==> src/design/gfau_pkg.sv <==
// Shared types and constants for the GF(2^7) arithmetic unit.
// Used by the top level and by the inversion and multiply units.
package gfau_pkg;

   localparam int unsigned ELEM_W = 7;

   // Field polynomial x^7 + x + 1, with the x^7 term included.
   localparam logic [7:0] POLY_FULL = 8'h83;

   localparam logic [2:0] OP_ADD = 3'd0;
   localparam logic [2:0] OP_SUB = 3'd1;
   localparam logic [2:0] OP_MUL = 3'd2;
   localparam logic [2:0] OP_INV = 3'd3;
   localparam logic [2:0] OP_DIV = 3'd4;

   typedef struct packed {
      logic [2:0]        op;
      logic [ELEM_W-1:0] operand_a;
      logic [ELEM_W-1:0] operand_b;
   } gfau_req_type;

   typedef struct packed {
      logic [ELEM_W-1:0] field_result;
      logic              no_inverse;
   } gfau_rsp_type;

   typedef struct packed {
      logic              load;
      logic              step;
      logic [ELEM_W-1:0] operand;
   } gfau_inv_ctrl_type;

   typedef struct packed {
      logic              done;
      logic [ELEM_W-1:0] inverse;
   } gfau_inv_stat_type;

   typedef struct packed {
      logic              load;
      logic              step;
      logic [ELEM_W-1:0] multiplicand;
      logic [ELEM_W-1:0] multiplier;
   } gfau_mul_ctrl_type;

   typedef struct packed {
      logic              last;
      logic [ELEM_W-1:0] product;
   } gfau_mul_stat_type;

endpackage

==> src/design/gfau_inv.sv <==
// Extended Euclid inversion unit: one polynomial reduction step per cycle while step is high.
// Depends on gfau_pkg for the control and status types.
module gfau_inv (
   input  logic                       clock,
   input  gfau_pkg::gfau_inv_ctrl_type ctrl,
   output gfau_pkg::gfau_inv_stat_type stat
);
   import gfau_pkg::*;

   logic [7:0]  u_ff, u_in, v_ff, v_in;
   logic [13:0] g1_ff, g1_in, g2_ff, g2_in;
   logic [2:0]  deg_u, deg_v, shift;
   logic [7:0]  su, sv;
   logic [13:0] sg1, sg2;

   function automatic logic [2:0] degree(input logic [7:0] p);
      logic [2:0] d;
      d = '0;
      for (int i = 0; i < 8; i++) begin
         if (p[i]) begin
            d = 3'(i);
         end
      end
      return d;
   endfunction

   function automatic logic [ELEM_W-1:0] reduce(input logic [13:0] p);
      logic [13:0] r;
      r = p;
      for (int i = 13; i >= 7; i--) begin
         if (r[i]) begin
            r = r ^ (14'(POLY_FULL) << (i - 7));
         end
      end
      return r[ELEM_W-1:0];
   endfunction

   always_comb begin
      deg_u = degree(u_ff);
      deg_v = degree(v_ff);
      // Keep the higher-degree polynomial in u so the step cancels its top term.
      if (deg_u < deg_v) begin
         su    = v_ff;
         sv    = u_ff;
         sg1   = g2_ff;
         sg2   = g1_ff;
         shift = deg_v - deg_u;
      end else begin
         su    = u_ff;
         sv    = v_ff;
         sg1   = g1_ff;
         sg2   = g2_ff;
         shift = deg_u - deg_v;
      end
      u_in  = u_ff;
      v_in  = v_ff;
      g1_in = g1_ff;
      g2_in = g2_ff;
      if (ctrl.load) begin
         u_in  = {1'b0, ctrl.operand};
         v_in  = POLY_FULL;
         g1_in = 14'd1;
         g2_in = '0;
      end else if (ctrl.step) begin
         u_in  = su ^ (sv << shift);
         v_in  = sv;
         g1_in = sg1 ^ (sg2 << shift);
         g2_in = sg2;
      end
   end

   always_ff @(posedge clock) begin
      u_ff  <= u_in;
      v_ff  <= v_in;
      g1_ff <= g1_in;
      g2_ff <= g2_in;
   end

   assign stat.done    = (u_ff == 8'd1);
   assign stat.inverse = reduce(g1_ff);

endmodule

==> src/design/gfau_mul.sv <==
// Bit-serial GF(2^7) multiplier: one multiplier bit per cycle while step is high.
// Depends on gfau_pkg for the control and status types.
module gfau_mul (
   input  logic                       clock,
   input  gfau_pkg::gfau_mul_ctrl_type ctrl,
   output gfau_pkg::gfau_mul_stat_type stat
);
   import gfau_pkg::*;

   logic [ELEM_W-1:0] acc_ff, acc_in, mcand_ff, mcand_in, mplier_ff, mplier_in;
   logic [2:0]        cnt_ff, cnt_in;
   logic [ELEM_W-1:0] acc_next;
   logic [7:0]        mcand_shift;

   always_comb begin
      acc_next    = mplier_ff[0] ? (acc_ff ^ mcand_ff) : acc_ff;
      mcand_shift = {mcand_ff, 1'b0};
      if (mcand_shift[7]) begin
         mcand_shift = mcand_shift ^ POLY_FULL;
      end
      acc_in    = acc_ff;
      mcand_in  = mcand_ff;
      mplier_in = mplier_ff;
      cnt_in    = cnt_ff;
      if (ctrl.load) begin
         acc_in    = '0;
         mcand_in  = ctrl.multiplicand;
         mplier_in = ctrl.multiplier;
         cnt_in    = '0;
      end else if (ctrl.step) begin
         acc_in    = acc_next;
         mcand_in  = mcand_shift[ELEM_W-1:0];
         mplier_in = mplier_ff >> 1;
         cnt_in    = cnt_ff + 3'd1;
      end
   end

   always_ff @(posedge clock) begin
      acc_ff    <= acc_in;
      mcand_ff  <= mcand_in;
      mplier_ff <= mplier_in;
      cnt_ff    <= cnt_in;
   end

   assign stat.last    = (cnt_ff == 3'(ELEM_W - 1));
   assign stat.product = acc_next;

endmodule

==> src/design/gf128_arithmetic_unit.sv <==
// Top level of the GF(2^7) arithmetic unit: sequencer and result register.
// Depends on gfau_pkg, gfau_inv and gfau_mul.
//
// A word is taken when start is high and busy is low; busy then stays high
// until its result has been shown. The result appears on rsp_data for exactly
// one cycle with rsp_valid high, and the receiver must capture it then, since
// it cannot hold the unit off. Add, subtract, unused op codes and the
// zero-element cases go straight to the done state; multiply runs the
// serial multiplier, inverse runs the Euclid unit until it is done, and
// divide runs the Euclid unit on b and then the multiplier on a times that
// inverse. The Euclid unit does one reduction step per cycle and the serial
// multiplier takes one operand bit per cycle.
module gf128_arithmetic_unit (
   input  logic                  clock,
   input  logic                  reset,
   input  logic                  start,
   output logic                  busy,
   input  gfau_pkg::gfau_req_type req_data,
   output logic                  rsp_valid,
   output gfau_pkg::gfau_rsp_type rsp_data
);
   import gfau_pkg::*;

   typedef enum logic [3:0] {
      ST_IDLE = 4'b0001,
      ST_INV  = 4'b0010,
      ST_MUL  = 4'b0100,
      ST_DONE = 4'b1000
   } state_type;

   state_type         state_ff, state_in;
   logic [2:0]        op_ff, op_in;
   logic [ELEM_W-1:0] a_ff, a_in, res_ff, res_in;
   logic              flag_ff, flag_in;

   gfau_inv_ctrl_type inv_ctrl;
   gfau_inv_stat_type inv_stat;
   gfau_mul_ctrl_type mul_ctrl;
   gfau_mul_stat_type mul_stat;

   gfau_inv u_inv (
      .clock (clock),
      .ctrl  (inv_ctrl),
      .stat  (inv_stat)
   );

   gfau_mul u_mul (
      .clock (clock),
      .ctrl  (mul_ctrl),
      .stat  (mul_stat)
   );

   assign busy = reset | (state_ff != ST_IDLE);

   always_comb begin
      state_in = state_ff;
      op_in    = op_ff;
      a_in     = a_ff;
      res_in   = res_ff;
      flag_in  = flag_ff;
      inv_ctrl = '0;
      mul_ctrl = '0;
      unique case (state_ff)
         ST_IDLE: begin
            if (start && !busy) begin
               op_in   = req_data.op;
               a_in    = req_data.operand_a;
               res_in  = '0;
               flag_in = 1'b0;
               unique case (req_data.op)
                  OP_ADD, OP_SUB: begin
                     res_in   = req_data.operand_a ^ req_data.operand_b;
                     state_in = ST_DONE;
                  end
                  OP_MUL: begin
                     mul_ctrl.load         = 1'b1;
                     mul_ctrl.multiplicand = req_data.operand_a;
                     mul_ctrl.multiplier   = req_data.operand_b;
                     state_in              = ST_MUL;
                  end
                  OP_INV: begin
                     if (req_data.operand_a == '0) begin
                        flag_in  = 1'b1;
                        state_in = ST_DONE;
                     end else begin
                        inv_ctrl.load    = 1'b1;
                        inv_ctrl.operand = req_data.operand_a;
                        state_in         = ST_INV;
                     end
                  end
                  OP_DIV: begin
                     if (req_data.operand_b == '0) begin
                        flag_in  = 1'b1;
                        state_in = ST_DONE;
                     end else begin
                        inv_ctrl.load    = 1'b1;
                        inv_ctrl.operand = req_data.operand_b;
                        state_in         = ST_INV;
                     end
                  end
                  default: begin
                     state_in = ST_DONE;
                  end
               endcase
            end
         end
         ST_INV: begin
            if (inv_stat.done) begin
               if (op_ff == OP_INV) begin
                  res_in   = inv_stat.inverse;
                  state_in = ST_DONE;
               end else begin
                  // Divide: reuse the multiplier on a times the inverse of b.
                  mul_ctrl.load         = 1'b1;
                  mul_ctrl.multiplicand = a_ff;
                  mul_ctrl.multiplier   = inv_stat.inverse;
                  state_in              = ST_MUL;
               end
            end else begin
               inv_ctrl.step = 1'b1;
            end
         end
         ST_MUL: begin
            mul_ctrl.step = 1'b1;
            if (mul_stat.last) begin
               res_in   = mul_stat.product;
               state_in = ST_DONE;
            end
         end
         ST_DONE: begin
            state_in = ST_IDLE;
         end
         default: begin
            state_in = ST_IDLE;
         end
      endcase
   end

   always_ff @(posedge clock) begin
      if (reset) begin
         state_ff <= ST_IDLE;
      end else begin
         state_ff <= state_in;
      end
      op_ff   <= op_in;
      a_ff    <= a_in;
      res_ff  <= res_in;
      flag_ff <= flag_in;
   end

   assign rsp_valid             = (state_ff == ST_DONE);
   assign rsp_data.field_result = res_ff;
   assign rsp_data.no_inverse   = flag_ff;

endmodule

==> config.mk <==
export PLATFORM = sky130hd
export DESIGN_NAME = gf128_arithmetic_unit
export DESIGN_NICKNAME = d
export VERILOG_FILES = /design/src/design/gfau_pkg.sv /design/src/design/gfau_inv.sv /design/src/design/gfau_mul.sv /design/src/design/gf128_arithmetic_unit.sv
export SDC_FILE = /design/constraint.sdc
export NUM_CORES = 1
export LEC_CHECK = 0
export BUFFER_PORTS_ARGS = -buffer_cell sky130_fd_sc_hd__buf_2
export CAP_MARGIN = 40
export CORE_UTILIZATION = 25
export CTS_CLUSTER_DIAMETER = 150
export CTS_CLUSTER_SIZE = 12
export DETAILED_ROUTE_END_ITERATION = 7
export GPL_TIMING_DRIVEN = 0
export MAX_ROUTING_LAYER = met4
export PLACE_DENSITY_LB_ADDON = 0.08
export SLEW_MARGIN = 20
export SYNTH_ARGS = -nofsm -noshare
export SYNTH_HDL_FRONTEND = slang
export SYNTH_SLANG_ARGS = --single-unit
==> constraint.sdc <==
create_clock -name clock -period 5.7 [get_ports clock]
set_clock_uncertainty 0.2 [all_clocks]
set_input_delay 0.855 -clock clock [delete_from_list [all_inputs] [get_ports clock]]
set_output_delay 0.855 -clock clock [all_outputs]
set_load 0.05 [all_outputs]
==> results of run 1 <==
## critical path: cells and delay by family, from the launching register on
kind	cells	cell delay, ns
compound gates	3	0.59
fa+ha+maj	1	0.28
buf+inv	3	0.66
flops	1	0.51
mux	2	0.84
simple gates	3	1.11
## Yosys cell counts, types with 6 or more instances
cell type and n:
edfxtp_1 39, xnor2_1 13, o2bb2ai_1 7, nor4_1 6, xor2_1 23, mux4_1 14, a21oi_1 35, dfxtp_1 51
inv_1 13, nor2_1 39, buf_2 12, clkbuf_1 25, o21ai_0 17, mux2i_1 17, nand2_1 123, ha_1 7
a2111o_1 7, nor2b_1 10, a22oi_1 16, mux4_2 6, nand3_1 39
## logic make-up (layout without fill, tap and decap cells)
group	Yosys count	after routing	share of synthesized area, %
compound gates	146	146	18.36
xor+xnor	36	36	5.287
fa+ha+maj	9	9	2.140
buf+inv	58	108	4.805
flops	90	90	36.76
mux	45	45	12.99
simple gates	251	251	19.66
## per-stage QoR
stage / instance area (sq um) / hold slack (ns) / setup slack, ns / utilization, % / std cells
global placement: 6507 / 0.2632 / 1.088 / 27.81 / 983
finish: 6864 / 0.2859 / 1.439 / 29.33 / 1004
floorplan: 5963 / 0.2478 / 2.154 / - / 635
CTS: 6857 / 0.2903 / 1.457 / 29.30 / 1003
detailed placement: 6539 / 0.2719 / 1.489 / 27.94 / 987
global route: 6864 / 0.2982 / 1.150 / 29.33 / 1004
## final timing paths
| path | start | to | slack, ns | cells past startpoint |
|---|---|---|---|---|
| min | u_mul.acc_ff[5] | u_mul.acc_ff[5] | 0.29 | 1 |
| min reg2reg | u_mul.acc_ff[5] | u_mul.acc_ff[5] | 0.29 | 1 |
| max | u_inv.u_ff[5] | u_inv.g1_ff[2] | 1.44 | 12 |
| max reg2reg | u_inv.u_ff[5] | u_inv.g1_ff[2] | 1.44 | 12 |
## report_power, final
| part | switching (mW) | leakage [nW] | internal (mW) |
|---|---|---|---|
| registers | 0.143 | 0.783 | 0.819 |
| clock network | 0.305 | 0.157 | 0.355 |
| logic | 0.802 | 1.71 | 0.592 |
| total | 1.25 | 2.65 | 1.77 |
## per-layer routing
metal	up-vias	share of wire, %	routed length (microns)	GRT usage, %
li1	2468	-	-	-
met1	2495	47	9480	22.89
met2	145	47	9597	28.38
met3	23	4.3	878	1.939
met4	0	1.6	316	5.275
met5	-	0	0	-
## area by class of cell
type                            instances  area [sq um]
Fill cell                            2536         16540
Multi-Input combinational cell        487          3491
Clock inverter                          7         92.59
Timing Repair Buffer                   34         177.7
Buffer                                 45         237.7
Inverter                               13         48.80
Sequential cell                        90          2192
Tap cell                              319         399.1
Clock buffer                            9         225.2
## layout by cell type, fill, tap and decap left out, types with 5 or more instances in the layout
master	count
nand3_1	39
nand4_1	5
a31oi_1	5
o21ai_0	17
xnor2_1	13
nor2_1	39
xor2_1	23
clkbuf_1	25
buf_2	43
mux2i_1	17
edfxtp_1	39
nand2_1	123
o211ai_1	5
o2bb2ai_1	7
clkbuf_16	9
a41oi_1	5
nor2b_1	10
a22oi_1	16
a21oi_1	35
mux4_2	6
a2111o_1	7
buf_4	7
mux4_1	14
nor4_1	5
inv_1	13
mux2_2	5
ha_1	7
dfxtp_1	51
## registers in the layout, summed over array words and instances (netlist names)
signal	cells
u_inv.g2_ff	14
u_mul.mplier_ff	7
u_mul.cnt_ff	3
u_inv.u_ff	8
res_ff	7
u_inv.g1_ff	14
u_mul.mcand_ff	7
u_mul.acc_ff	7
state_ff	4
a_ff	7
u_inv.v_ff	8
flag_ff	1
op_ff	3
==> flow_metrics.tcl, run 1 <==
set metrics [dict create \
    wire_per_inst_microns 20.19 \
    ant_nets 0 \
    clockBufferDepth 2 \
    post_cts_resized 0 \
    cp-end-kind "register" \
    vias_per_cell 5.111 \
    ys_dominant_reg_cell "dfxtp_1" \
    cts_made_buffers 9 \
    drive_gt1_share_pct 14.89 \
    synthToLayoutAreaGrowth_pct 15.11 \
    setup_tns_ns 0 \
    ys_ff_latch 90 \
    cts_tree "built" \
    gr-total-overflow 0 \
    slowest_stage "nor4_1" \
    postSynth.asyncResetShare_pct 0 \
    grt_antenna_before_repair 0 \
    synth_cell_types 68 \
    drt_pass1_iterations 5 \
    min_period_over_period_pct 74.76 \
    rows 56 \
    io_pins 30 \
    hp-class "reg2reg" \
    synth_edf_count 39 \
    cp_slowest_stage_delay_ns 0.71 \
    clock_sinks 90 \
    htreeDepth 3 \
    first_iter_violations 267 \
    ys_top_cells_by_area "edfxtp_1, dfxtp_1, nand2_1" \
    track_usage_pct 17.52 \
    grt_pass1_vias 5022 \
    ys_warn_count 0 \
    hold_viol 0 \
    cts_hold_buf 0 \
    die_h_microns 156.4 \
    seq_area_frac_synth_pct 36.76 \
    synth_top_area_share_pct 19.64 \
    syn_inst 635 \
    worst_slew_pin_slew_ns 0.8316 \
    path_cells "nor4_1, inv_1, ha_1, or2_4, o22ai_2, mux2i_1, buf_4, buf_2, nand3_1, a21oi_1, mux2_2, a31oi_1" \
    outcome "completed" \
    vias 5131 \
    portBuffers 29 \
    cts_setup_buffers 0 \
    synth_nets 664 \
    clockRootBuffer "clkbuf_16" \
    crit_type "reg2reg" \
    core-area_sq_mm 0.02340 \
    relSlewSlack_pct 44.56 \
    setup-violations-final 0 \
    cp.required_ns 5.78 \
    drc 0 \
    slew_viol_final 0 \
    die_area_sq_mm 0.02448 \
    synthesis.area_sq_mm 0.005963 \
    min_period_ns 4.261 \
    globalplace.congestion 0.8448 \
    start_kind "register" \
    synth.avg_cell_area_sq_um 9.391 \
    antenna_cells 0 \
    p_leak_nw 2.647 \
    rsz0062_at_grt "no" \
    arrival_ns 4.34 \
    initial_core_util_pct 25.48 \
    grt_pass1_wl_mm 30.83 \
    grt_max_degree 19 \
    dp_hpwl_mm 15.16 \
    finalPower_mw 3.016 \
    max_freq_mhz 234.7 \
    nNetsFinal 709 \
    synth_top_area_cell "edfxtp_1" \
    power_density_mw_per_mm2 439.4 \
    peakVddDrop_mv 0.1315 \
    die_w_microns 156.4 \
    crit_fanout 10 \
    max_cap_violations 0 \
    clk_pin_slew_worst_paths_ns 0.08 \
    clk_latency_ns 0.35 \
    drt-total-wl_mm 20.27 \
]
Power figures use the tool's default switching activity.
==> run 2, diff against run 1 <==
==> constraint.sdc (replaced) <==
create_clock -name clock -period 3.7 [get_ports clock]
set_clock_uncertainty 0.2 [all_clocks]
set_input_delay 0.555 -clock clock [delete_from_list [all_inputs] [get_ports clock]]
set_output_delay 0.555 -clock clock [all_outputs]
set_load 0.05 [all_outputs]
==> run 2 against run 1 <==
Net effect: sequential share of layout area shrank 1.8 points; final area is 6.3% higher; critical endpoint is now u_inv.g1_ff[9]; clock power up 55%; largest power group unchanged.
==> flow_metrics.tcl, run 2 (synthesis gave the netlist of run 1 again) <==
set metrics [dict create \
    hp-class "in2reg" \
    die_w_microns 156.4 \
    start_kind "register" \
    cp_slowest_stage_delay_ns 0.49 \
    drc 0 \
    power_frac_clock_pct 20.8 \
    cts_made_buffers 9 \
    arrival_ns 3.67 \
    outcome "completed" \
    place_inst 987 \
    clockRootBuffer "clkbuf_16" \
    p_leak_nw 2.834 \
    setup-violations-final 0 \
    ant_nets 0 \
    p_sw_share_pct 40.91 \
    final_util_pct 31.19 \
    rows 56 \
    drt_pass1_iterations 5 \
    antenna_cells 0 \
    initial_core_util_pct 25.48 \
    reg_top3 "u_inv.g1_ff x14, u_inv.g2_ff x14" \
    htreeDepth 3 \
    final_common_cell "nand2_1" \
    rsz0062_at_grt "yes" \
    final_cell_mix "nand2_1, dfxtp_1, nand3_1, edfxtp_1, nor2_1" \
    gr-total-overflow 0 \
    crit_type "reg2reg" \
    cp_common_cell "buf_4" \
    combPwrFrac_pct 48.9 \
    grt_antenna_before_repair 0 \
    max_freq_mhz 279.3 \
    slew_viol_final 0 \
    n_fill_cell 2503 \
    vias 5280 \
    min_period_over_period_pct 96.76 \
    die_h_microns 156.4 \
    fin_ws_ns 0.1197 \
    path_cells "buf_4, nor2_4, o31a_1, inv_1, ha_1, or2_4, o22ai_4, buf_4, mux2i_4, buf_6, mux2i_1, mux2_2, a2111o_1, a41oi_2" \
    crit_fanout 10 \
    first_iter_violations 343 \
    grt_max_degree 19 \
    grt_pass1_vias 5088 \
    core-area_sq_mm 0.02340 \
    track_usage_pct 17.70 \
    drt-total-wl_mm 20.81 \
    cp-end-kind "register" \
    worst_slew_pin_slew_ns 0.8202 \
    whs_ns 0.2142 \
    seqPwrFrac_pct 30.2 \
    clock_sinks 90 \
    cts_tree "built" \
    relSlewSlack_pct 45.32 \
    clk_pin_slew_worst_paths_ns 0.08 \
    dp_hpwl_mm 15.16 \
    clockBufferDepth 2 \
    place_ws_ns -0.5105 \
    drive_gt1_share_pct 22.36 \
    hold_viol 0 \
    power_density_mw_per_mm2 674.3 \
    peakVddDrop_mv 0.2067 \
    vias_per_cell 5.126 \
    portBuffers 29 \
    cp.required_ns 3.79 \
    grt_pass1_wl_mm 31.17 \
    p_sw_mw 2.013 \
    max_cap_violations 0 \
    stdcell_count 1030 \
    die_area_sq_mm 0.02448 \
    intPower_mw 2.908 \
    clk_latency_ns 0.36 \
    synthToLayoutAreaGrowth_pct 22.39 \
    setup_tns_ns 0 \
    globalplace.congestion 0.8448 \
    slowest_stage "edfxtp_1" \
    nNetsFinal 735 \
    wire_per_inst_microns 20.20 \
    min_period_ns 3.580 \
    io_pins 30 \
]
## run 2: cell types whose count changed in the layout (fill, tap and decap cells not counted), moves of 3 or more
cell,previous run,this run
buf_4,7,30
buf_2,43,35
buf_6,3,11
and4_1,4,0
and4_4,0,4
clkbuf_1,25,21
a21oi_1,35,32
a21oi_2,0,3
dfxtp_1,51,48
mux2i_1,17,14
nor2_1,39,36
## run 2: what timing repair did
item                                    in CTS  in global routing
hold buffers                                 0                  0
endpoints found under the setup margin      51                 42
setup buffers                               11                 14
resized for setup                           28                 40
pin swaps                                    3                 16
gates cloned                                 0                  2
## run 2: area by class of cell
class,instances,area [sq um],share of cell area (%)
Sequential cell,90,2198,30.12
Clock buffer,9,225.2,3.086
Inverter,13,48.80,0.6686
Clock inverter,7,92.59,1.269
Multi-Input combinational cell,487,3631,49.75
Timing Repair Buffer,60,394.1,5.400
Buffer,45,309.0,4.235
Tap cell,319,399.1,5.469
## run 2: worst paths after layout
path,cells after the start,to,from,slack [ns]
worst max-delay path,14,u_inv.g1_ff[9],u_inv.u_ff[3],0.12
worst min-delay path,2,state_ff[2],reset,0.21
worst max register to register,14,u_inv.g1_ff[9],u_inv.u_ff[3],0.12
worst min register to register,1,u_mul.acc_ff[5],u_mul.acc_ff[5],0.29
## run 2: stage by stage
| step | area [sq um] | total power [mW] |
|---|---|---|
| finish | 7298 | 4.921 |
| global route | 7298 | 5.203 |
| CTS | 7033 | 4.754 |
| detailed placement | 6539 | 3.633 |
| global placement | 6507 | 3.604 |
| floorplan | 5963 | 3.037 |
## run 2: power by group through the flow
stage | combinational (mW) | sequential [mW] | clock, mW
6_report | 2.41 | 1.49 | 1.02
3_5_place_dp | 2.13 | 1.50 | 0
5_1_grt | 2.60 | 1.52 | 1.09
2_1_floorplan | 1.56 | 1.48 | 0
3_3_place_gp | 2.10 | 1.50 | 0
4_1_cts | 2.23 | 1.48 | 1.05
## run 2: layer usage
metal  track usage (%)  up-vias  part of all wire [%]
li1                  -     2520                     -
met5                 -        -                     0
met2             28.74      132                    48
met1             23.08     2603                    47
met3             1.994       25                   3.5
met4             5.275        0                   1.6
## run 2: worst max-delay path, delay by kind of cell (launching register included)
kind                       cells  cell delay [ns]
DFF                            1             0.49
muxes                          3             0.70
buffers and inverters          4             0.64
and+or+nand+nor                2             0.39
adders and majority gates      1             0.19
AOI/OAI and AO/OA              4             0.88
